$ cat config.mk
export PLATFORM = sky130hd
export DESIGN_NAME = dual_tone_sample_generator_top
export DESIGN_NICKNAME = d
export VERILOG_FILES = /design/src/sv/dtsg_pkg.sv /design/src/sv/dtsg_phase_div.sv /design/src/sv/dtsg_sine_rom.sv /design/src/sv/dual_tone_sample_generator_top.sv
export SDC_FILE = /design/constraint.sdc
export NUM_CORES = 1
export LEC_CHECK = 0
export ABC_AREA = 1
export BUFFER_PORTS_ARGS = -buffer_cell sky130_fd_sc_hd__buf_4
export CORE_ASPECT_RATIO = 0.5
export CORE_MARGIN = 5
export CORE_UTILIZATION = 40
export DETAILED_ROUTE_END_ITERATION = 7
export PLACE_DENSITY = 0.66
export SYNTH_ARGS = -nofsm -noshare
export SYNTH_HDL_FRONTEND = slang
export SYNTH_SLANG_ARGS = --single-unit
$ cat constraint.sdc
create_clock -name i_clk -period 3.4 [get_ports i_clk]
set_input_delay 0.85 -clock i_clk [delete_from_list [all_inputs] [get_ports i_clk]]
set_output_delay 0.85 -clock i_clk [all_outputs]
set_load 0.02 [all_outputs]
$ cat src/sv/dtsg_pkg.sv
// Shared constants, types and sine table functions for the dual-tone sample generator.
package dtsg_pkg;

    localparam int TABLE_BITS   = 10;
    localparam int PERIOD_BITS  = 16;
    localparam int QUARTER_BITS = TABLE_BITS - 2;
    localparam int QUARTER      = 1 << QUARTER_BITS;
    localparam int DIV_STEPS    = PERIOD_BITS + TABLE_BITS;
    localparam int CNT_BITS     = $clog2(DIV_STEPS + 1);
    localparam int MAG_BITS     = 8;
    localparam int TONE_BITS    = MAG_BITS + 1;
    localparam int SUM_BITS     = TONE_BITS + 1;
    localparam int SAMPLE_BITS  = 8;
    localparam int CFG_IDX_BITS = 8;

    localparam logic [63:0] AMPLITUDE   = 64'd150;
    localparam logic [63:0] Q62_HALF_PI = 64'h6487ED5110B4611A;

    localparam logic signed [SUM_BITS-1:0] SAMPLE_MAX = SUM_BITS'(127);
    localparam logic signed [SUM_BITS-1:0] SAMPLE_MIN = -SUM_BITS'(128);

    localparam logic [PERIOD_BITS-1:0] PERIOD_A_RESET = PERIOD_BITS'(882);
    localparam logic [PERIOD_BITS-1:0] PERIOD_B_RESET = PERIOD_BITS'(864);

    localparam logic [CFG_IDX_BITS-1:0] CFG_PERIOD_A      = CFG_IDX_BITS'(0);
    localparam logic [CFG_IDX_BITS-1:0] CFG_PERIOD_B      = CFG_IDX_BITS'(1);
    localparam logic [CFG_IDX_BITS-1:0] CFG_START_PHASE_A = CFG_IDX_BITS'(2);
    localparam logic [CFG_IDX_BITS-1:0] CFG_START_PHASE_B = CFG_IDX_BITS'(3);

    typedef logic [PERIOD_BITS-1:0]      t_period;
    typedef logic [TABLE_BITS-1:0]       t_index;
    typedef logic [MAG_BITS-1:0]         t_mag;
    typedef logic signed [TONE_BITS-1:0] t_tone;

    typedef struct packed {
        logic start;
        logic restart;
        logic commit;
    } t_div_ctrl;

    // Product of two unsigned Q2.62 values, kept in Q2.62.
    function automatic logic [63:0] mul_q62(input logic [63:0] a, input logic [63:0] b);
        logic [127:0] p;
        p = {64'd0, a} * {64'd0, b};
        return p[125:62];
    endfunction

    // Divides a Taylor term by (n + 1) * (n + 2).
    function automatic logic [63:0] taylor_div(input logic [63:0] v, input int n);
        logic [63:0] q;
        case (n)
            1:       q = v / 6;
            3:       q = v / 20;
            5:       q = v / 42;
            7:       q = v / 72;
            9:       q = v / 110;
            11:      q = v / 156;
            13:      q = v / 210;
            15:      q = v / 272;
            17:      q = v / 342;
            19:      q = v / 420;
            21:      q = v / 506;
            23:      q = v / 600;
            25:      q = v / 702;
            27:      q = v / 812;
            29:      q = v / 930;
            31:      q = v / 1056;
            33:      q = v / 1190;
            35:      q = v / 1332;
            37:      q = v / 1482;
            default: q = v / 1640;
        endcase
        return q;
    endfunction

    // Sine of a Q2.62 angle in the first quadrant.
    function automatic logic [63:0] sine_q62(input logic [63:0] x);
        logic [63:0] x2;
        logic [63:0] term;
        logic [63:0] sum;
        logic        minus;
        int          n;
        x2    = mul_q62(x, x);
        term  = x;
        sum   = x;
        minus = 1'b1;
        for (n = 1; n < 41 && term != 64'd0; n += 2) begin
            term  = taylor_div(mul_q62(term, x2), n);
            sum   = minus ? sum - term : sum + term;
            minus = !minus;
        end
        return sum;
    endfunction

    // Truncated magnitude of the tone at quarter-wave position j.
    function automatic t_mag quarter_mag(input int j);
        logic [63:0] s;
        logic [63:0] prod;
        if (j == 0) begin
            return '0;
        end
        if (j >= QUARTER) begin
            return MAG_BITS'(AMPLITUDE);
        end
        s    = sine_q62((Q62_HALF_PI >> QUARTER_BITS) * 64'(j));
        prod = (s >> 8) * AMPLITUDE;
        return MAG_BITS'(prod >> 54);
    endfunction

endpackage

$ cat src/sv/dtsg_phase_div.sv
// Phase counter of one tone with a bit-serial divider that yields its table index.
module dtsg_phase_div (
    input  logic                i_clk,
    input  logic                i_rst_n,
    input  dtsg_pkg::t_div_ctrl i_ctrl,
    input  dtsg_pkg::t_period   i_period,
    input  dtsg_pkg::t_period   i_start_phase,
    output dtsg_pkg::t_index    o_index,
    output logic                o_busy
);
    import dtsg_pkg::*;

    logic [CNT_BITS-1:0] r_cnt;
    t_period             r_phase;
    t_period             r_shift;
    t_period             r_rem;
    t_period             r_mod;
    t_index              r_quo;

    t_period          w_eff;
    t_period          w_load;
    logic [PERIOD_BITS:0] w_trial;
    logic             w_fit;
    t_period          n_rem;
    logic [PERIOD_BITS:0] w_next;

    always_comb begin
        w_eff = (i_period == '0) ? t_period'(1) : i_period;
        if (i_ctrl.restart) begin
            w_load = (i_start_phase < w_eff) ? i_start_phase : '0;
        end else begin
            w_load = r_phase;
        end
        w_trial = {r_rem, r_shift[PERIOD_BITS-1]};
        w_fit   = w_trial >= {1'b0, w_eff};
        n_rem   = w_fit ? PERIOD_BITS'(w_trial - {1'b0, w_eff}) : PERIOD_BITS'(w_trial);
        w_next  = {1'b0, r_mod} + (PERIOD_BITS+1)'(1);
    end

    always_ff @(posedge i_clk) begin
        if (!i_rst_n) begin
            r_cnt   <= '0;
            r_phase <= '0;
        end else begin
            if (i_ctrl.start) begin
                r_cnt   <= CNT_BITS'(DIV_STEPS);
                r_shift <= w_load;
                r_rem   <= '0;
            end else if (r_cnt != '0) begin
                r_cnt   <= r_cnt - CNT_BITS'(1);
                r_shift <= {r_shift[PERIOD_BITS-2:0], 1'b0};
                r_rem   <= n_rem;
                r_quo   <= {r_quo[TABLE_BITS-2:0], w_fit};
                if (r_cnt == CNT_BITS'(TABLE_BITS + 1)) begin
                    r_mod <= n_rem;
                end
            end
            if (i_ctrl.commit) begin
                r_phase <= (w_next < {1'b0, w_eff}) ? PERIOD_BITS'(w_next) : '0;
            end
        end
    end

    assign o_index = r_quo;
    assign o_busy  = r_cnt != '0;

endmodule

$ cat src/sv/dtsg_sine_rom.sv
// Sine table lookup built from a constant quarter wave with symmetry.
module dtsg_sine_rom (
    input  dtsg_pkg::t_index i_index,
    output dtsg_pkg::t_tone  o_value
);
    import dtsg_pkg::*;

    t_mag                  w_table [0:QUARTER];
    logic [1:0]            w_quad;
    logic [QUARTER_BITS:0] w_pos;
    t_mag                  w_mag;

    for (genvar j = 0; j <= QUARTER; j++) begin : g_table
        localparam t_mag MAG = quarter_mag(j);
        assign w_table[j] = MAG;
    end

    always_comb begin
        w_quad = i_index[TABLE_BITS-1:QUARTER_BITS];
        if (w_quad[0]) begin
            w_pos = (QUARTER_BITS+1)'(QUARTER) - {1'b0, i_index[QUARTER_BITS-1:0]};
        end else begin
            w_pos = {1'b0, i_index[QUARTER_BITS-1:0]};
        end
        w_mag   = w_table[w_pos];
        o_value = w_quad[1] ? -t_tone'({1'b0, w_mag}) : t_tone'({1'b0, w_mag});
    end

endmodule

$ cat src/sv/dual_tone_sample_generator_top.sv
// Top level of the dual-tone sample generator: configuration, control and output register.
// One-bit-per-cycle restoring dividers turn each phase into a table index. A new request is
// taken only after the previous sample has been written to the output register.
// A new input is taken while the previous sample still waits in the output register.
// Synchronous active-low reset clears both phases and loads the default periods.
module dual_tone_sample_generator_top (
    input  logic                              i_clk,
    input  logic                              i_rst_n,
    input  logic                              s_axis_tvalid,
    output logic                              s_axis_tready,
    input  logic [7:0]                        s_axis_tdata,  // [0] restart
    output logic                              m_axis_tvalid,
    input  logic                              m_axis_tready,
    output logic [7:0]                        m_axis_tdata,  // [7:0] sample
    input  logic                              i_cfg_valid,
    output logic                              o_cfg_ready,
    input  logic [dtsg_pkg::CFG_IDX_BITS-1:0] i_cfg_index,
    input  logic [15:0]                       i_cfg_data
);
    import dtsg_pkg::*;

    typedef enum logic [1:0] {
        S_IDLE,
        S_DIV,
        S_OUT
    } t_state;

    t_state  r_state;
    t_period r_period_a;
    t_period r_period_b;
    t_period r_start_a;
    t_period r_start_b;
    t_tone   r_tone_a;
    t_tone   r_tone_b;
    logic    r_m_valid;
    logic [SAMPLE_BITS-1:0] r_m_data;

    t_div_ctrl w_ctrl;
    t_index    w_index_a;
    t_index    w_index_b;
    logic      w_busy_a;
    logic      w_busy_b;
    t_tone     w_rom_a;
    t_tone     w_rom_b;
    logic signed [SUM_BITS-1:0] w_sum;
    logic [SAMPLE_BITS-1:0]     w_sample;
    logic      w_accept;
    logic      w_write;

    assign w_accept = s_axis_tvalid && s_axis_tready;
    assign w_write  = (r_state == S_OUT) && (!r_m_valid || m_axis_tready);

    assign w_ctrl.start   = w_accept;
    assign w_ctrl.restart = s_axis_tdata[0];
    assign w_ctrl.commit  = w_write;

    dtsg_phase_div u_div_a (
        .i_clk         (i_clk),
        .i_rst_n       (i_rst_n),
        .i_ctrl        (w_ctrl),
        .i_period      (r_period_a),
        .i_start_phase (r_start_a),
        .o_index       (w_index_a),
        .o_busy        (w_busy_a)
    );

    dtsg_phase_div u_div_b (
        .i_clk         (i_clk),
        .i_rst_n       (i_rst_n),
        .i_ctrl        (w_ctrl),
        .i_period      (r_period_b),
        .i_start_phase (r_start_b),
        .o_index       (w_index_b),
        .o_busy        (w_busy_b)
    );

    dtsg_sine_rom u_rom_a (
        .i_index (w_index_a),
        .o_value (w_rom_a)
    );

    dtsg_sine_rom u_rom_b (
        .i_index (w_index_b),
        .o_value (w_rom_b)
    );

    always_comb begin
        w_sum = SUM_BITS'(r_tone_a) + SUM_BITS'(r_tone_b);
        if (w_sum > SAMPLE_MAX) begin
            w_sample = SAMPLE_BITS'(SAMPLE_MAX);
        end else if (w_sum < SAMPLE_MIN) begin
            w_sample = SAMPLE_BITS'(SAMPLE_MIN);
        end else begin
            w_sample = SAMPLE_BITS'(w_sum);
        end
    end

    always_ff @(posedge i_clk) begin
        if (!i_rst_n) begin
            r_period_a <= PERIOD_A_RESET;
            r_period_b <= PERIOD_B_RESET;
            r_start_a  <= '0;
            r_start_b  <= '0;
        end else if (i_cfg_valid) begin
            unique case (i_cfg_index)
                CFG_PERIOD_A:      r_period_a <= i_cfg_data;
                CFG_PERIOD_B:      r_period_b <= i_cfg_data;
                CFG_START_PHASE_A: r_start_a  <= i_cfg_data;
                CFG_START_PHASE_B: r_start_b  <= i_cfg_data;
                default: ;
            endcase
        end
    end

    always_ff @(posedge i_clk) begin
        if (!i_rst_n) begin
            r_state   <= S_IDLE;
            r_m_valid <= 1'b0;
        end else begin
            if (w_write) begin
                r_m_valid <= 1'b1;
                r_m_data  <= w_sample;
            end else if (m_axis_tvalid && m_axis_tready) begin
                r_m_valid <= 1'b0;
            end
            unique case (r_state)
                S_IDLE: begin
                    if (w_accept) begin
                        r_state <= S_DIV;
                    end
                end
                S_DIV: begin
                    if (!w_busy_a && !w_busy_b) begin
                        r_tone_a <= w_rom_a;
                        r_tone_b <= w_rom_b;
                        r_state  <= S_OUT;
                    end
                end
                S_OUT: begin
                    if (w_write) begin
                        r_state <= S_IDLE;
                    end
                end
                default: r_state <= S_IDLE;
            endcase
        end
    end

    assign s_axis_tready = r_state == S_IDLE;
    assign m_axis_tvalid = r_m_valid;
    assign m_axis_tdata  = r_m_data;
    assign o_cfg_ready   = 1'b1;

endmodule

# Word-level counts from Yosys, hierarchy flattened
# Memories as Yosys holds them, arrays and structs flattened.
# Index checks and enable logic that the tools add are counted.
op_classes:
  bitwise: 4
  n_mux: 35
  magnitude_cmp: 10
  n_eq_ne: 10
  add_sub_neg: 11
  n_reduce_logical: 31
ops:
  columns: ["cell", "count"]
  rows:
  - ["2-to-1 mux 16 bit", 16]
  - ["2-to-1 mux 8 bit", 7]
  - ["adder 16 x 1 -> 17 bit, second input constant", 2]
  - ["greater-or-equal comparator 17 x 16 -> 1 bit", 2]
  - ["less-than comparator 17 x 16 -> 1 bit", 2]
  - ["zero test 16 bit", 2]
  - ["less-than comparator 16 bit", 2]
  - ["subtractor 16 bit", 2]
  - ["greater-or-equal comparator 10 bit, second input constant", 2]
  - ["2-to-1 mux 5 bit", 4]
  - ["inverter 9 -> 10 bit", 2]
  - ["2-to-1 mux 9 bit", 2]
  - ["negation 8 -> 9 bit", 2]
  - ["subtractor 9 x 8 -> 9 bit, first input constant", 2]
  - ["== test 8 x 2 -> 1 bit, second input constant", 2]
  - ["AND reduction 2 bit", 7]
  - ["AND reduction 3 bit", 4]
  - ["adder 9 x 9 -> 10 bit", 1]
  - ["== test 5 x 4 -> 1 bit, second input constant", 2]
  - ["greater-than comparator 10 x 8 -> 1 bit, second input constant", 1]
  - ["less-than comparator 10 x 8 -> 1 bit, second input constant", 1]
  - ["nonzero test 5 bit", 2]
  - ["subtractor 5 x 1 -> 5 bit, second input constant", 2]
  - ["== test 8 x 1 -> 1 bit, second input constant", 1]
  - ["16 further kinds", 29]
word_totals:
  word_cells: 128
  mem_bits_ro: 8192
  regBits: 251
  mem_count: 2
  inputBits: 37
memory_table:
  columns: ["memory", "depth", "word_bits", "read_ports", "rd_clocked_by_memory_dff", "wr", "line_no", "text"]
  rows:
  - ["(no name shown)", 512, 8, 1, 0, 0, "dtsg_sine_rom.sv:25", "w_mag = w_table[w_pos];"]
  - ["(no name shown)", 512, 8, 1, 0, 0, "dtsg_sine_rom.sv:25", null]

# Longest topological paths before layout
# Gate-level depths: netlist (run 1).
depth:
  word_depth: 8
  ltp_mapped: 25
  ltp_nobuf: 25

# Hierarchy
# Synthesis (run 1) repeated with hierarchy kept, for this count alone.
unflattened:
  cells_unflattened: 2711
  area_unflattened_um2: 19214.7
by_module_without_submodules:
  columns: ["mod", "seq_area_each_um2", "instances", "area_per_inst_um2", "cells_each"]
  rows:
  - ["dtsg_phase_div (u_div_a)", 2162.1, 1, 5521.5, 702]
  - ["dtsg_phase_div (u_div_b)", 2162.1, 1, 5505.3, 701]
  - ["dtsg_sine_rom", 0.0, 2, 2183.3, 437]
  - ["dual_tone_sample_generator_top", 2122.0, 1, 3821.2, 434]

# Worst setup path after synthesis (run 1)
# OpenSTA, ideal clock, no wires.
synth_timing:
  kind: "input port to flip-flop"
  startpoint: "in i_rst_n"
  endpoint: "reg r_tone_a[0] (enable)"
  path_stages: 2
  path_slack_ns: 0.053
  path_buffers: 0
  t_arrival_ns: 2.904
  cell_sequence: "clkinv_1 > nor4_1"
synth_between:
  elab_chain_cells: 1
synth_lines:
  columns: ["item", "line_no", "text"]
  rows:
  - ["start, declared", "dual_tone_sample_generator_top.sv:8", "input logic i_rst_n,"]
  - ["AND reduction 3 bit (no source line)", null, null]
  - ["end signal, assigned", "dual_tone_sample_generator_top.sv:134", "r_tone_a <= w_rom_a;"]
  - ["end, declared", "dual_tone_sample_generator_top.sv:33", "t_tone r_tone_a;"]
# Every way passes these cells.
# A chain may end at the register's enable or synchronous reset.

# Worst setup path in the final report (run 1)
layout_timing:
  startpoint: "reg r_period_a[11]"
  endpoint: "reg u_div_a.r_mod[10] (data pin)"
layout_between:
  elab_chain_cells: 4
  word_cells_on_any_way: 5
layout_lines:
  columns: ["item", "line_no", "text"]
  rows:
  - ["start, declared", "dual_tone_sample_generator_top.sv:29", "t_period r_period_a;"]
  - ["start signal, assigned", "dual_tone_sample_generator_top.sv:106", "CFG_PERIOD_A: r_period_a <= i_cfg_data;"]
  - ["zero test 16 bit", "dtsg_phase_div.sv:28", "w_eff = (i_period == '0) ? t_period'(1) : i_period;"]
  - ["2-to-1 mux 16 bit (*)", "dtsg_phase_div.sv:28", null]
  - ["subtractor 16 bit or greater-or-equal comparator 17 x 16 -> 1 bit (tied branches)", "dtsg_phase_div.sv:36, dtsg_phase_div.sv:35", null]
  - ["2-to-1 mux 16 bit (*)", "dtsg_phase_div.sv:36", "n_rem = w_fit ? PERIOD_BITS'(w_trial - {1'b0, w_eff}) : PERIOD_BITS'(w_trial);"]
  - ["via u_div_a.n_rem[10]", "dtsg_phase_div.sv:24", "t_period n_rem;"]
  - ["end signal, assigned", "dtsg_phase_div.sv:55", "r_mod <= n_rem;"]
  - ["end, declared", "dtsg_phase_div.sv:17", "t_period r_mod;"]
# The timed path passes the listed nets; every way through them passes the cells marked *.

==> reports/results.env, run 1 <==
FINAL.SETUP_SKEW_PS=23.8
SYNTH_SEQ_CELLS=251
CRITICAL_PATH.REG2REG.ENDPOINT='u_div_a.r_mod[10]'
SYNTH.CELL_AREA_UM2=18000
PLACEABLECOREAREA_UM2=44900
WORSTSETUPSTARTPOINT='r_period_a[11]'
CRIT_ARRIVAL_PS=3460
PLACE_CONGESTION=0.910
WORST-R2R-SETUP-SLACK_PS=250
DIODES=0
GRT_FIRST_PASS_WIRELENGTH_UM=79300
MAXSLEWVIOLCOUNT=0
POST-ROUTE-PERIOD-UTIL_PCT=92.7
REG2REG_FROM='r_period_a[11]'
FINISH.NET_COUNT=2744
HOLD_PATH_STARTPOINT='u_div_a.r_phase[8]'
SYNTH.YOSYS.SEQ_AREA_SHARE_PCT=35.8
H-TREE-DEPTH=1
GRT_PASS1_VIAS=15567
AVGVIACOUNTPERCELL=5.25
FIN_CELLS=3195
ROW_COUNT=55
AVGSYNTHCELLAREA_UM2=7.14
VIAS=16779
SETUP.WORST_PATH.END_CLASS='register'
NUMCTSBUFFERS=26
DETAIL_ROUTE.FIRST_PASS.ITERATIONS=7
WORSTSETUPPATHTYPE='reg -> reg'
FIN_TOTAL_PWR_mW=11.2
CTS_TREE='done'
SYNTH_FA_HA_AREA_SHARE_PCT=9.06
STATUS='finished clean'
XOR_XNOR_CELL_AREA_SHARE_OF_THE_YOSYS_NETLIST_PCT=2.85
HPWL_AFTER_DPL_UM=35800
FINAL_CORE_UTIL_PCT=45.2
CTS_ROOT_BUFFER='sky130_fd_sc_hd__clkbuf_16'
CP.REQUIRED_PS=3710
DETAIL_ROUTE.ITER0.VIOLATIONS=1378
GRT_USE_TOTAL_PCT=19.1
INSERTION_DELAY_PS=580
GRT.OVERFLOW.TOTAL=0
TIGHTESTPINTRANSITION_PS=1120
TIMING.FINAL.HOLD_VIOLATIONS=0
CTS.SINK_COUNT=251
WORST_HOLD_SLACK_PS=467
CLK_PIN_SLEW_PS=70
TIMING.CRITICAL_PATH.FANOUT_MAX=2
INITIAL_UTILIZATION_PCT=40.2
SYNTH_COMPOUND_GATE_AREA_SHARE_PCT=12.6
R2R_CELLS=15
TIMING.HOLD.WORST_PATH_DEPTH=2
DIE_Y_UM=160
YOSYS-MUX-AREA-FRACTION_PCT=0
DRV.MAX_CAP_VIOLATION_COUNT=0
CTS.PATH.MAX_BUFFERS=3
WORST_SLACK_PS=248
DRIVE_GT1_SHARE_PCT=10.8
TIMING.HOLD.WORST.CLASS='reg -> reg'
FINAL_PERIOD_MINUS_WORST_SETUP_SLACK_PS=3150
SYNTHESIS.NETS=2692
WL_UM=48600
SYNTH.DISTINCT_CELLS=52
GRT_SETUP_UNREPAIRED='true'
POSTSYNTHCELLCOUNT=2525
SYNTH-SIMPLE-AREA-SHARE_PCT=30.5
CTSHOLDBUFFERS=0
GRT_ANTENNA_BEFORE_REPAIR=1
PLACE.PORT_BUFFERS=39
FLOW.AREA_GROWTH_FROM_SYNTHESIS_PCT=12.4
WORSTHOLDENDPOINT='u_div_a.r_phase[8]'
PRE_CTS_SLACK_PS=116
TIMING.FINAL.SETUP_VIOLATIONS=0
PLACED_CELLS_INCL_TAPS=3143
STATIC_LEAKAGE_nW=9.47
CP-START-KIND='register'
MAX-SLEW-MARGIN-REL_PCT=25.3
DIE_AREA_UM2=49700
FILLERINSTANCES=4570
SYNTH-WARNING-COUNT=0
GRT_START_MAX_NET_PINS=69
POWER-PER-CELL-AREA_nW_PER_UM2=554
DRCVIOLATIONCOUNT=0
IRDROPWORSTVDD_uV=366
TIMING.FMAX_MHz=317
DIE_WIDTH_UM=310
DRT.ANTENNA.VIOLATING_NETS=0
DOMINANT_COMBINATIONAL_CELL_FAMILY_BY_AREA_AFTER_SYNTHESIS='simple AND/OR/NAND/NOR gates'
NUM_IO_PINS=48
WL_PER_CELL_UM=15.2
[critical path, cell delays in order (launching register included)]
cell and delay [ps]:
sky130_fd_sc_hd__dfxtp_1 310, sky130_fd_sc_hd__nor4_1 320, sky130_fd_sc_hd__nand4_1 180, sky130_fd_sc_hd__nand2_1 160
sky130_fd_sc_hd__ha_1 160, sky130_fd_sc_hd__inv_1 60, sky130_fd_sc_hd__ha_1 160, sky130_fd_sc_hd__or2_2 310
sky130_fd_sc_hd__a21oi_1 190, sky130_fd_sc_hd__o21ai_0 160, sky130_fd_sc_hd__nand2_1 110, sky130_fd_sc_hd__o21ai_0 130
sky130_fd_sc_hd__xor2_1 170, sky130_fd_sc_hd__or2_2 300, sky130_fd_sc_hd__o21ai_0 110, sky130_fd_sc_hd__inv_1 70
[Yosys cell counts, drive strengths merged]
cell	count	area share, %
a2111oi	2	0.097
a211oi	7	0.29
a21boi	1	0.042
a21o	7	0.29
a21oi	205	5.7
a221oi	1	0.049
a22oi	1	0.042
a31o	2	0.097
a31oi	8	0.28
and3	1	0.035
buf	48	1.7
clkbuf	50	1.0
clkinv	2	0.042
conb	1	0.021
dfxtp	109	12
edfxtp	142	24
fa	1	0.11
ha	129	9.0
inv	309	6.4
nand2	633	14
nand3	256	7.4
nand3b	5	0.21
nand4	55	1.9
nor2	255	5.5
nor3	21	0.58
nor3b	1	0.042
nor4	12	0.42
o2111ai	1	0.049
o211ai	14	0.58
o21a	10	0.42
o21ai	147	4.2
o21bai	4	0.17
o221a	2	0.12
o31ai	4	0.19
or2	20	0.69
or4	2	0.083
xnor2	17	0.83
xor2	40	2.0
[per-stage QoR]
stage | TNS, ps | area, um2
floorplan | 0 | 18000
global placement | 0 | 19200
detailed placement | 0 | 19200
CTS | 0 | 20100
global route | -22.7 | 20300
finish | 0 | 20300
[state kept, by name, indices dropped and copies added, names as in the netlist]
| name | count |
|---|---|
| u_div_b.r_rem | 16 |
| u_div_b.r_cnt | 5 |
| u_div_b.o_index | 10 |
| u_div_a.r_mod | 16 |
| r_start_a | 16 |
| r_period_b | 16 |
| u_div_a.r_phase | 16 |
| u_div_a.o_index | 10 |
| u_div_a.r_shift | 16 |
| r_start_b | 16 |
| r_tone_b | 9 |
| u_div_a.r_cnt | 5 |
| u_div_a.r_rem | 16 |
| m_axis_tvalid | 1 |
| u_div_b.r_phase | 16 |
| u_div_b.r_mod | 16 |
| u_div_b.r_shift | 16 |
| r_state | 2 |
| m_axis_tdata | 8 |
| r_tone_a | 9 |
| r_period_a | 16 |
[cell type report]
type | instances | area [um2] | share of cell area, %
clock buffers | 37 | 763 | 3.77
repair buffers | 122 | 948 | 4.68
flip-flops and latches | 251 | 6450 | 31.8
well taps | 598 | 748 | 3.69
inverters | 311 | 1180 | 5.80
multi-input cells | 1865 | 10100 | 49.8
clock inverters | 11 | 97.6 | 0.482
[worst max path at each step]
| stage | to | slack [ps] | depth (start not counted) |
|---|---|---|---|
| 6_report | u_div_a.r_mod[10] | 250 | 15 |
| 3_3_place_gp | u_div_b.r_phase[6] | 140 | 17 |
| 2_1_floorplan | r_tone_a[0] | 50 | 2 |
| 5_1_grt | u_div_a.r_mod[0] | -9 | 18 |
| 3_5_place_dp | u_div_b.r_phase[9] | 120 | 17 |
| 4_1_cts | u_div_b.r_phase[9] | 90 | 17 |
[per-layer routing]
| metal | GRT usage (%) | part of all wire [%] |
|---|---|---|
| met2 | 32.1 | 46 |
| met5 | 0 | 0 |
| met1 | 26.5 | 46 |
| met4 | 4.37 | 2.2 |
| met3 | 2.17 | 5.6 |
[power by group]
group | internal [mW] | total [mW] | switching, mW | leakage, nW
combinational | 1.55 | 4.42 | 2.86 | 6.82
clock | 1.59 | 2.91 | 1.32 | 0.428
sequential | 3.74 | 3.91 | 0.162 | 2.22
[cells by family after synthesis]
| logic type | count (synthesis) |
|---|---|
| flip-flops | 251 |
| adder cells (fa/ha/maj) | 130 |
| AND/OR/NAND/NOR | 1261 |
| AO/OA/AOI/OAI | 416 |
| buffers and inverters | 409 |
| XOR/XNOR | 57 |
| other | 1 |
[cell usage in the layout, fill, tap and decap left out, drive strengths merged, types with 5 or more instances in the layout]
| master | count |
|---|---|
| xor2 | 40 |
| clkinv | 8 |
| a211oi | 7 |
| nand2 | 633 |
| edfxtp | 142 |
| nor2 | 255 |
| a31oi | 8 |
| o21ai | 147 |
| xnor2 | 17 |
| or2 | 20 |
| o211ai | 14 |
| clkbuf | 37 |
| inv | 313 |
| buf | 122 |
| nand4 | 55 |
| nor3 | 21 |
| nand3 | 256 |
| dfxtp | 109 |
| ha | 129 |
| nand3b | 5 |
| a21o | 7 |
| nor4 | 12 |
| a21oi | 205 |
| o21a | 10 |
[repair_timing]
action,CTS,global route
endpoints found under the setup margin,0,50
gates resized for setup,0,47
setup buffers,0,4
No activity file was read; power rests on OpenSTA's default activity.
==> run 2, diff against run 1 <==
- ABC_AREA: 1 -> not set
==> run 2 against run 1 <==
Net effect:
- the flow now finishes with violations (setup timing)
- area after synthesis rose by 3.0%
- global-route usage up 1.6 points
- worst setup slack got worse by 410 ps
- power rose by 38%
- critical path type unchanged
- highest routed layer unchanged
==> reports/results.env, run 2 <==
DRV.MAX_CAP_VIOLATION_COUNT=0  # unchanged
SYNTH.DISTINCT_CELLS=95  # +83%
GRT_PASS1_VIAS=16804  # +7.9%
TIMING.FMAX_MHz=281  # -11%
TIMING.FINAL.SETUP_VIOLATIONS=15  # +15
GLOBALROUTEMET1UTIL_PCT=27.8  # +1.3 points
SYNTH-WARNING-COUNT=0  # unchanged
AVGVIACOUNTPERCELL=5.66  # +7.7%
AVGSYNTHCELLAREA_UM2=8.86  # +24%
WORSTSETUPPATHTYPE='reg -> reg'
LARGEST_AREA_CONTRIBUTOR_IN_THE_NETLIST='sky130_fd_sc_hd__edfxtp_1'
POST-ROUTE-CELL-AREA_UM2=24100  # +19%
FINAL.SETUP_SKEW_PS=19.4  # -4.39 ps
WL_UM=55200  # +14%
PLACEABLECOREAREA_UM2=45600  # +1.5%
CRIT_ARRIVAL_PS=3850  # +390 ps
DRIVE_GT1_SHARE_PCT=27.4  # +17 points
TIMING.CRITICAL_PATH.FANOUT_MAX=5  # +3
ROW_COUNT=55  # unchanged
HPWL_AFTER_DPL_UM=40400  # +13%
TIMING.HOLD.WORST.CLASS='reg -> reg'
TIMING.FINAL.HOLD_VIOLATIONS=0  # unchanged
DETAIL_ROUTE.ITER0.VIOLATIONS=1351  # -2.0%
GRT.MET2_USAGE_PCT=35.2  # +3.0 points
FILLERINSTANCES=4182  # -8.5%
DRT.ANTENNA.VIOLATING_NETS=0  # unchanged
SYNTHMOSTINSTANTIATEDCELL='sky130_fd_sc_hd__nand2_1'
CP-START-KIND='register'
STATIC_LEAKAGE_nW=9.73  # +2.7%
SYNTHDOMINANTCELLAREASHARE_PCT=23.0  # -0.69 points
IRDROPWORSTVDD_uV=473  # +29%
STATUS='finished with violations'
ASYNCSETRESETFLOPFRACSYNTH_PCT=0  # unchanged
FINAL_PERIOD_MINUS_WORST_SETUP_SLACK_PS=3560  # +407 ps
SYNTH.YOSYS.SEQ_AREA_SHARE_PCT=34.7  # -1.0 points
POST-ROUTE-PERIOD-UTIL_PCT=105  # +12 points
CTSHOLDBUFFERS=0  # unchanged
NUMCTSBUFFERS=27  # +3.8%
CTS.PATH.MAX_BUFFERS=3  # unchanged
PLACE_CONGESTION=0.967  # +6.3%
DIODES=0  # unchanged
GRT_FIRST_PASS_WIRELENGTH_UM=87800  # +11%
SYNTH_COMMONEST_CELLS='sky130_fd_sc_hd__nand2_1 (198), sky130_fd_sc_hd__edfxtp_1 (142), sky130_fd_sc_hd__ha_1 (129), sky130_fd_sc_hd__nor2_1 (122), sky130_fd_sc_hd__o21ai_0 (117)'
SYNTHESIS.NETS=2262  # -16%
FLOW.AREA_GROWTH_FROM_SYNTHESIS_PCT=29.6
YS_DOMINANT_REG_CELL='sky130_fd_sc_hd__edfxtp_1'
GRT_SETUP_UNREPAIRED='true'
INITIAL_UTILIZATION_PCT=40.8  # +0.57 points
SETUP.WORST_PATH.END_CLASS='register'
DETAIL_ROUTE.FIRST_PASS.ITERATIONS=7  # unchanged
WORST_SLACK_PS=-159  # -407 ps
WORST_HOLD_SLACK_PS=441  # -26.3 ps
PLACE.PORT_BUFFERS=39  # unchanged
CTS_TREE='done'
GRTUSAGEMET3_PCT=2.57  # +0.39 points
POST_SYNTH_MAIN_AREA_CONTRIBUTORS='sky130_fd_sc_hd__edfxtp_1 (23%), sky130_fd_sc_hd__dfxtp_1 (12%), sky130_fd_sc_hd__ha_1 (8.7%)'
FINISH.NET_COUNT=2577  # -6.1%
MAXSLEWVIOLCOUNT=0  # unchanged
NUMBER_OF_FLOPS_MAPPED_TO_ENABLE_CELLS_BY_YOSYS=142  # unchanged
NUM_IO_PINS=48  # unchanged
MAX-SLEW-MARGIN-REL_PCT=51.3  # +26 points
TIGHTESTPINTRANSITION_PS=727  # -390 ps
GRT_START_MAX_NET_PINS=78  # +13%
CP.REQUIRED_PS=3690  # -20 ps
SYNTH.CELL_AREA_UM2=18600  # +3.0%
GLOBALROUTE.BUSIESTLAYER='met2'
CLK_PIN_SLEW_PS=60  # about the same
GRT_ANTENNA_BEFORE_REPAIR=1  # unchanged
CTS_ROOT_BUFFER='sky130_fd_sc_hd__clkbuf_16'
GRT.OVERFLOW.TOTAL=0  # unchanged
GRT_USE_TOTAL_PCT=20.7  # +1.6 points
PLACED_INSTANCE_AREA_UM2=22000  # +14%
POSTSYNTHCELLCOUNT=2095  # -17%
DRCVIOLATIONCOUNT=0  # unchanged
VIAS=17302  # +3.1%
FIN_TOTAL_PWR_mW=15.5  # +38%
VIOLATIONS='setup timing'
MOST-COMMON-LAYOUT-CELLS='sky130_fd_sc_hd__buf_4 (388), sky130_fd_sc_hd__nand2_1 (192), sky130_fd_sc_hd__edfxtp_1 (142)'
SYNTH_SEQ_CELLS=251  # unchanged
INSERTION_DELAY_PS=550  # -30 ps
DIE_Y_UM=162  # +1.4%
DIE_AREA_UM2=51100  # +2.8%
CTS.SINK_COUNT=251  # unchanged
H-TREE-DEPTH=1  # unchanged
POWER-PER-CELL-AREA_nW_PER_UM2=642  # +16%
LAYOUT.CELLS.MOST_COMMON='sky130_fd_sc_hd__buf_4'
DIE_WIDTH_UM=315  # +1.4%
WL_PER_CELL_UM=18.1  # +19%
## run 2: cell types whose count changed after synthesis, sizes merged, moves of 58 or more
cell | before | now
nand2 | 633 | 198
a21oi | 205 | 97
inv | 309 | 104
nor2b | 0 | 69
nor2 | 255 | 122
nand3 | 256 | 42
mux2i | 0 | 58
## run 2: kinds of logic after synthesis
group | synth area share, %
other | 0.0202
adder cells (fa/ha/maj) | 9.02
XOR/XNOR | 4.51
AO/OA/AOI/OAI | 22.5
AND/OR/NAND/NOR | 19.7
flip-flops | 34.7
multiplexers | 4.10
buffers and inverters | 5.38
## run 2: worst paths after layout
kind / startpoint / to / slack [ps] / depth (start not counted)
hold reg to reg: u_div_b.r_phase[6] / u_div_b.r_phase[6] / 440 / 2
setup reg to reg: u_div_b.o_index[0] / r_tone_b[8] / -160 / 16
setup / recovery: u_div_b.o_index[0] / r_tone_b[8] / -160 / 16
hold / removal: u_div_b.r_phase[6] / u_div_b.r_phase[6] / 440 / 2
## run 2: per-stage QoR
| stage | setup slack (ps) | TNS [ps] | util, % | instances |
|---|---|---|---|---|
| floorplan | -809 | -53650 | - | 2095 |
| global placement | -485 | -5710 | 48.2 | 2965 |
| detailed placement | -426 | -6460 | 48.2 | 2965 |
| CTS | -115 | -569 | 51.6 | 3044 |
| global route | -261 | -4210 | 52.8 | 3058 |
| finish | -159 | -1220 | 52.8 | 3058 |
## run 2: layout make-up
cell class / instances / area [um2] / share of cell area, %
Timing Repair Buffer: 417 / 3300 / 13.7
Clock buffer: 37 / 786 / 3.26
Inverter: 106 / 424 / 1.76
Tap cell: 627 / 785 / 3.26
Clock inverter: 13 / 111 / 0.463
Multi-Input combinational cell: 1607 / 12200 / 50.7
Sequential cell: 251 / 6450 / 26.8
## run 2: report_power, final
group	internal (mW)	total [mW]	switching, mW
clock network	1.71	2.97	1.25
logic	3.92	8.39	4.47
registers	3.86	4.10	0.234
total	9.50	15.5	5.96
## run 2: what timing repair did
item	4_1_cts	5_1_grt
endpoints found under the hold margin	0	0
buffers inserted	27	14
gates cloned	3	0
gates resized for setup	93	100
setup endpoints to repair	54	67
pin swaps	33	47
## run 2: worst max-delay path, cell delays in order, from the launching register on
cell                       delay [ps]
sky130_fd_sc_hd__edfxtp_1         500
sky130_fd_sc_hd__inv_8            110
sky130_fd_sc_hd__ha_4             130
sky130_fd_sc_hd__or3b_4           410
sky130_fd_sc_hd__a211o_4          390
sky130_fd_sc_hd__or3_1            370
sky130_fd_sc_hd__a31oi_1          190
sky130_fd_sc_hd__a31oi_2           70
sky130_fd_sc_hd__o41ai_2          210
sky130_fd_sc_hd__buf_4            170
sky130_fd_sc_hd__nor4_4            50
sky130_fd_sc_hd__inv_1             70
sky130_fd_sc_hd__ha_2             190
sky130_fd_sc_hd__inv_4             50
sky130_fd_sc_hd__buf_4            130
sky130_fd_sc_hd__nor4b_2          200
sky130_fd_sc_hd__nor2b_1           70
## run 2: metal layers
metal  wire [um]  vias up  share of wire [%]
met5           0        -                  0
met4        1770        0                3.2
met3        2740      110                5.0
met2       26000      480                 47
met1       24800     8256                 45
li1            -     8456                  -
==> run 3, diff against run 2 <==
- SETUP_SLACK_MARGIN: not set -> 0.4
==> run 3 against run 2 <==
Net effect:
- critical path depth rose by 3
- sequential share of layout area fell by 1.2 points
- combinational power rose by 20%
- sequential power barely moved
- largest power group unchanged
- via count rose by 1.9%
- clock skew barely moved
- maximum frequency fell by 0.35%
- the run still ends with setup timing left
- clock-buffer cell count fell by 5
- hold slack improved by 3.4 ps
==> reports/results.env, run 3 (same netlist as run 2, synthesis figures left out) <==
NUMCTSBUFFERS=26  # -3.7%
GRT_SETUP_UNREPAIRED='true'
DRIVE_GT1_SHARE_PCT=32.8  # +5.4 points
CRITICAL-PATH-SLOWEST-CELL='sky130_fd_sc_hd__edfxtp_1'
PLACE.PORT_BUFFERS=39  # unchanged
POWER-PER-CELL-AREA_nW_PER_UM2=681  # +6.0%
GRT_FIRST_PASS_WIRELENGTH_UM=89700  # +2.1%
LAYOUT.CELLS.MOST_COMMON='sky130_fd_sc_hd__buf_4'
PLACEABLECOREAREA_UM2=45600  # unchanged
FINISH.NET_COUNT=2587  # +0.39%
PRE_CTS_SLACK_PS=-341  # +84.5 ps
DRV.MAX_CAP_VIOLATION_COUNT=0  # unchanged
CTS.SINK_COUNT=251  # unchanged
FINAL_CORE_UTIL_PCT=55.4  # +2.6 points
DIE_AREA_UM2=51100  # unchanged
DIE_WIDTH_UM=315  # unchanged
CRITICAL_PATH.REG2REG.ENDPOINT='r_tone_a[4]'
FINAL_PERIOD_MINUS_WORST_SETUP_SLACK_PS=3570  # +12.6 ps
MULTIINPUTGATEAREA_UM2=13000  # +6.6%
CP.REQUIRED_PS=3680  # about the same
GRT_ANTENNA_BEFORE_REPAIR=0  # -1
CRIT_ARRIVAL_PS=3860  # about the same
TIMING.FINAL.HOLD_VIOLATIONS=0  # unchanged
ROW_COUNT=55  # unchanged
GRT.OVERFLOW.TOTAL=0  # unchanged
CLK_PIN_SLEW_PS=70  # about the same
WORSTSETUPPATHTYPE='reg -> reg'
TIMING.HOLD.WORST.CLASS='reg -> reg'
DRCVIOLATIONCOUNT=0  # unchanged
CTS.PATH.MAX_BUFFERS=3  # unchanged
MAX-SLEW-MARGIN-REL_PCT=43.3  # -8.0 points
GRT_PASS1_VIAS=17128  # +1.9%
CTS_ROOT_BUFFER='sky130_fd_sc_hd__clkbuf_16'
TIMING.FMAX_MHz=280  # -0.35%
MOST-COMMON-LAYOUT-CELLS='sky130_fd_sc_hd__buf_4 (355), sky130_fd_sc_hd__nand2_1 (173), sky130_fd_sc_hd__edfxtp_1 (142)'
IRDROPWORSTVDD_uV=540  # +14%
GRT_START_MAX_NET_PINS=67  # -14%
WORSTSETUPSTARTPOINT='u_div_a.o_index[0]'
INITIAL_UTILIZATION_PCT=40.8  # unchanged
AVGVIACOUNTPERCELL=5.75  # +1.6%
PLACE_CONGESTION=0.937  # -3.1%
SETUP.WORST_PATH.END_CLASS='register'
DETAIL_ROUTE.ITER0.VIOLATIONS=1237  # -8.4%
REG2REG_FROM='u_div_a.o_index[0]'
FINAL.SETUP_SKEW_PS=19.8  # +0.425 ps
DIE_Y_UM=162  # unchanged
WORST_SLACK_PS=-172  # -12.6 ps
DRT.ANTENNA.VIOLATING_NETS=0  # unchanged
TIGHTESTPINTRANSITION_PS=841  # +114 ps
CRITICAL_PATH.MAX_STAGE_DELAY_PS=450  # -50 ps
R2R_CELLS=19  # +3
POST-ROUTE-CELL-AREA_UM2=25200  # +4.9%
SEQ_AREA_UM2=6470  # +0.33%
CTSHOLDBUFFERS=0  # unchanged
VIOLATIONS='setup timing'
CTS_TREE='done'
FILLERINSTANCES=3956  # -5.4%
WORST-R2R-SETUP-SLACK_PS=-170  # about the same
DETAIL_ROUTE.FIRST_PASS.ITERATIONS=6  # -1
TIMING.CRITICAL_PATH.FANOUT_MAX=4  # -1
WL_UM=56400  # +2.0%
INSERTION_DELAY_PS=560  # about the same
SETUP_TOTAL_NEGATIVE_SLACK_PS=-1570  # -354 ps
H-TREE-DEPTH=1  # unchanged
VIAS=17623  # +1.9%
POST-ROUTE-PERIOD-UTIL_PCT=105  # +0.37 points
CP-START-KIND='register'
GRT_USE_TOTAL_PCT=21.0  # +0.25 points
STATIC_LEAKAGE_nW=10.1  # +4.0%
HPWL_AFTER_DPL_UM=39100  # -3.0%
WL_PER_CELL_UM=18.4  # +1.7%
PLACED_INSTANCE_AREA_UM2=21700  # -1.2%
FIN_TOTAL_PWR_mW=17.2  # +11%
MAXSLEWVIOLCOUNT=0  # unchanged
TIMING.FINAL.SETUP_VIOLATIONS=20  # +5
DIODES=0  # unchanged
NUM_IO_PINS=48  # unchanged
FLOW.AREA_GROWTH_FROM_SYNTHESIS_PCT=35.9
TIMING_ENDPOINT_OF_THE_CRITICAL_PATH='r_tone_a[4]'
CRIT_CHAIN='inv_8 > ha_4 > nand2_4 > o21ai_4 > inv_2 > ha_2 > or2_2 > buf_4 > mux2i_4 > buf_4 > a21oi_1 > o31ai_1 > a21o_1 > nand4_1 > inv_2 > ha_4 > inv_6 > o31ai_4 > xnor2_1'
STATUS='finished with violations'
run 3: metrics by stage:
step,std cells,hold WS [ps]
2_1_floorplan,2095,415
3_3_place_gp,2921,428
3_5_place_dp,2921,429
4_1_cts,3031,444
5_1_grt,3067,450
6_report,3067,444
run 3: worst min-delay path by stage:
stage / start / to / slack (ps) / depth (start not counted)
floorplan: u_div_b.r_phase[11] / u_div_b.r_phase[11] / 420 / 2
global placement: u_div_b.r_phase[8] / u_div_b.r_phase[8] / 430 / 2
detailed placement: u_div_b.r_phase[15] / u_div_b.r_phase[15] / 430 / 2
CTS: u_div_b.r_phase[7] / u_div_b.r_phase[7] / 440 / 2
global route: u_div_b.r_phase[7] / u_div_b.r_phase[7] / 450 / 2
finish: u_div_a.r_phase[10] / u_div_a.r_phase[10] / 440 / 2
run 3: layer usage:
metal | up-vias | global-route usage (%) | routed length, um
met1 | 8532 | 28.7 | 25700
met4 | 0 | 4.82 | 1250
met3 | 93 | 2.66 | 2910
li1 | 8477 | - | -
met5 | - | 0 | 0
met2 | 521 | 35.7 | 26500
run 3: power breakdown:
part | leakage [nW] | switching [mW] | internal [mW]
logic | 7.45 | 5.18 | 4.95
clock network | 0.436 | 1.28 | 1.64
registers | 2.23 | 0.254 | 3.86
run 3: final cells by class:
type	instances	share of cell area [%]
multi-input cells	1606	51.6
flip-flops and latches	251	25.6
repair buffers	428	14.4
well taps	627	3.11
clock buffers	32	2.92
inverters	106	1.76
clock inverters	16	0.550
repair inverters	1	0.0645
run 3: critical path: cells and delay by family, from the launching register on:
| family | cells | cell delay [ps] |
|---|---|---|
| flip-flops | 1 | 450 |
| AND/OR/NAND/NOR | 3 | 540 |
| multiplexers | 1 | 190 |
| XOR/XNOR | 1 | 110 |
| AO/OA/AOI/OAI | 5 | 770 |
| buffers and inverters | 6 | 600 |
| adder cells (fa/ha/maj) | 3 | 650 |
run 3: repair_timing:
| item | 4_1_cts | 5_1_grt |
|---|---|---|
| pin swaps | 107 | 64 |
| gates cloned | 4 | 3 |
| setup buffers | 58 | 33 |
| endpoints found under the setup margin | 117 | 130 |
| gates resized for setup | 271 | 165 |
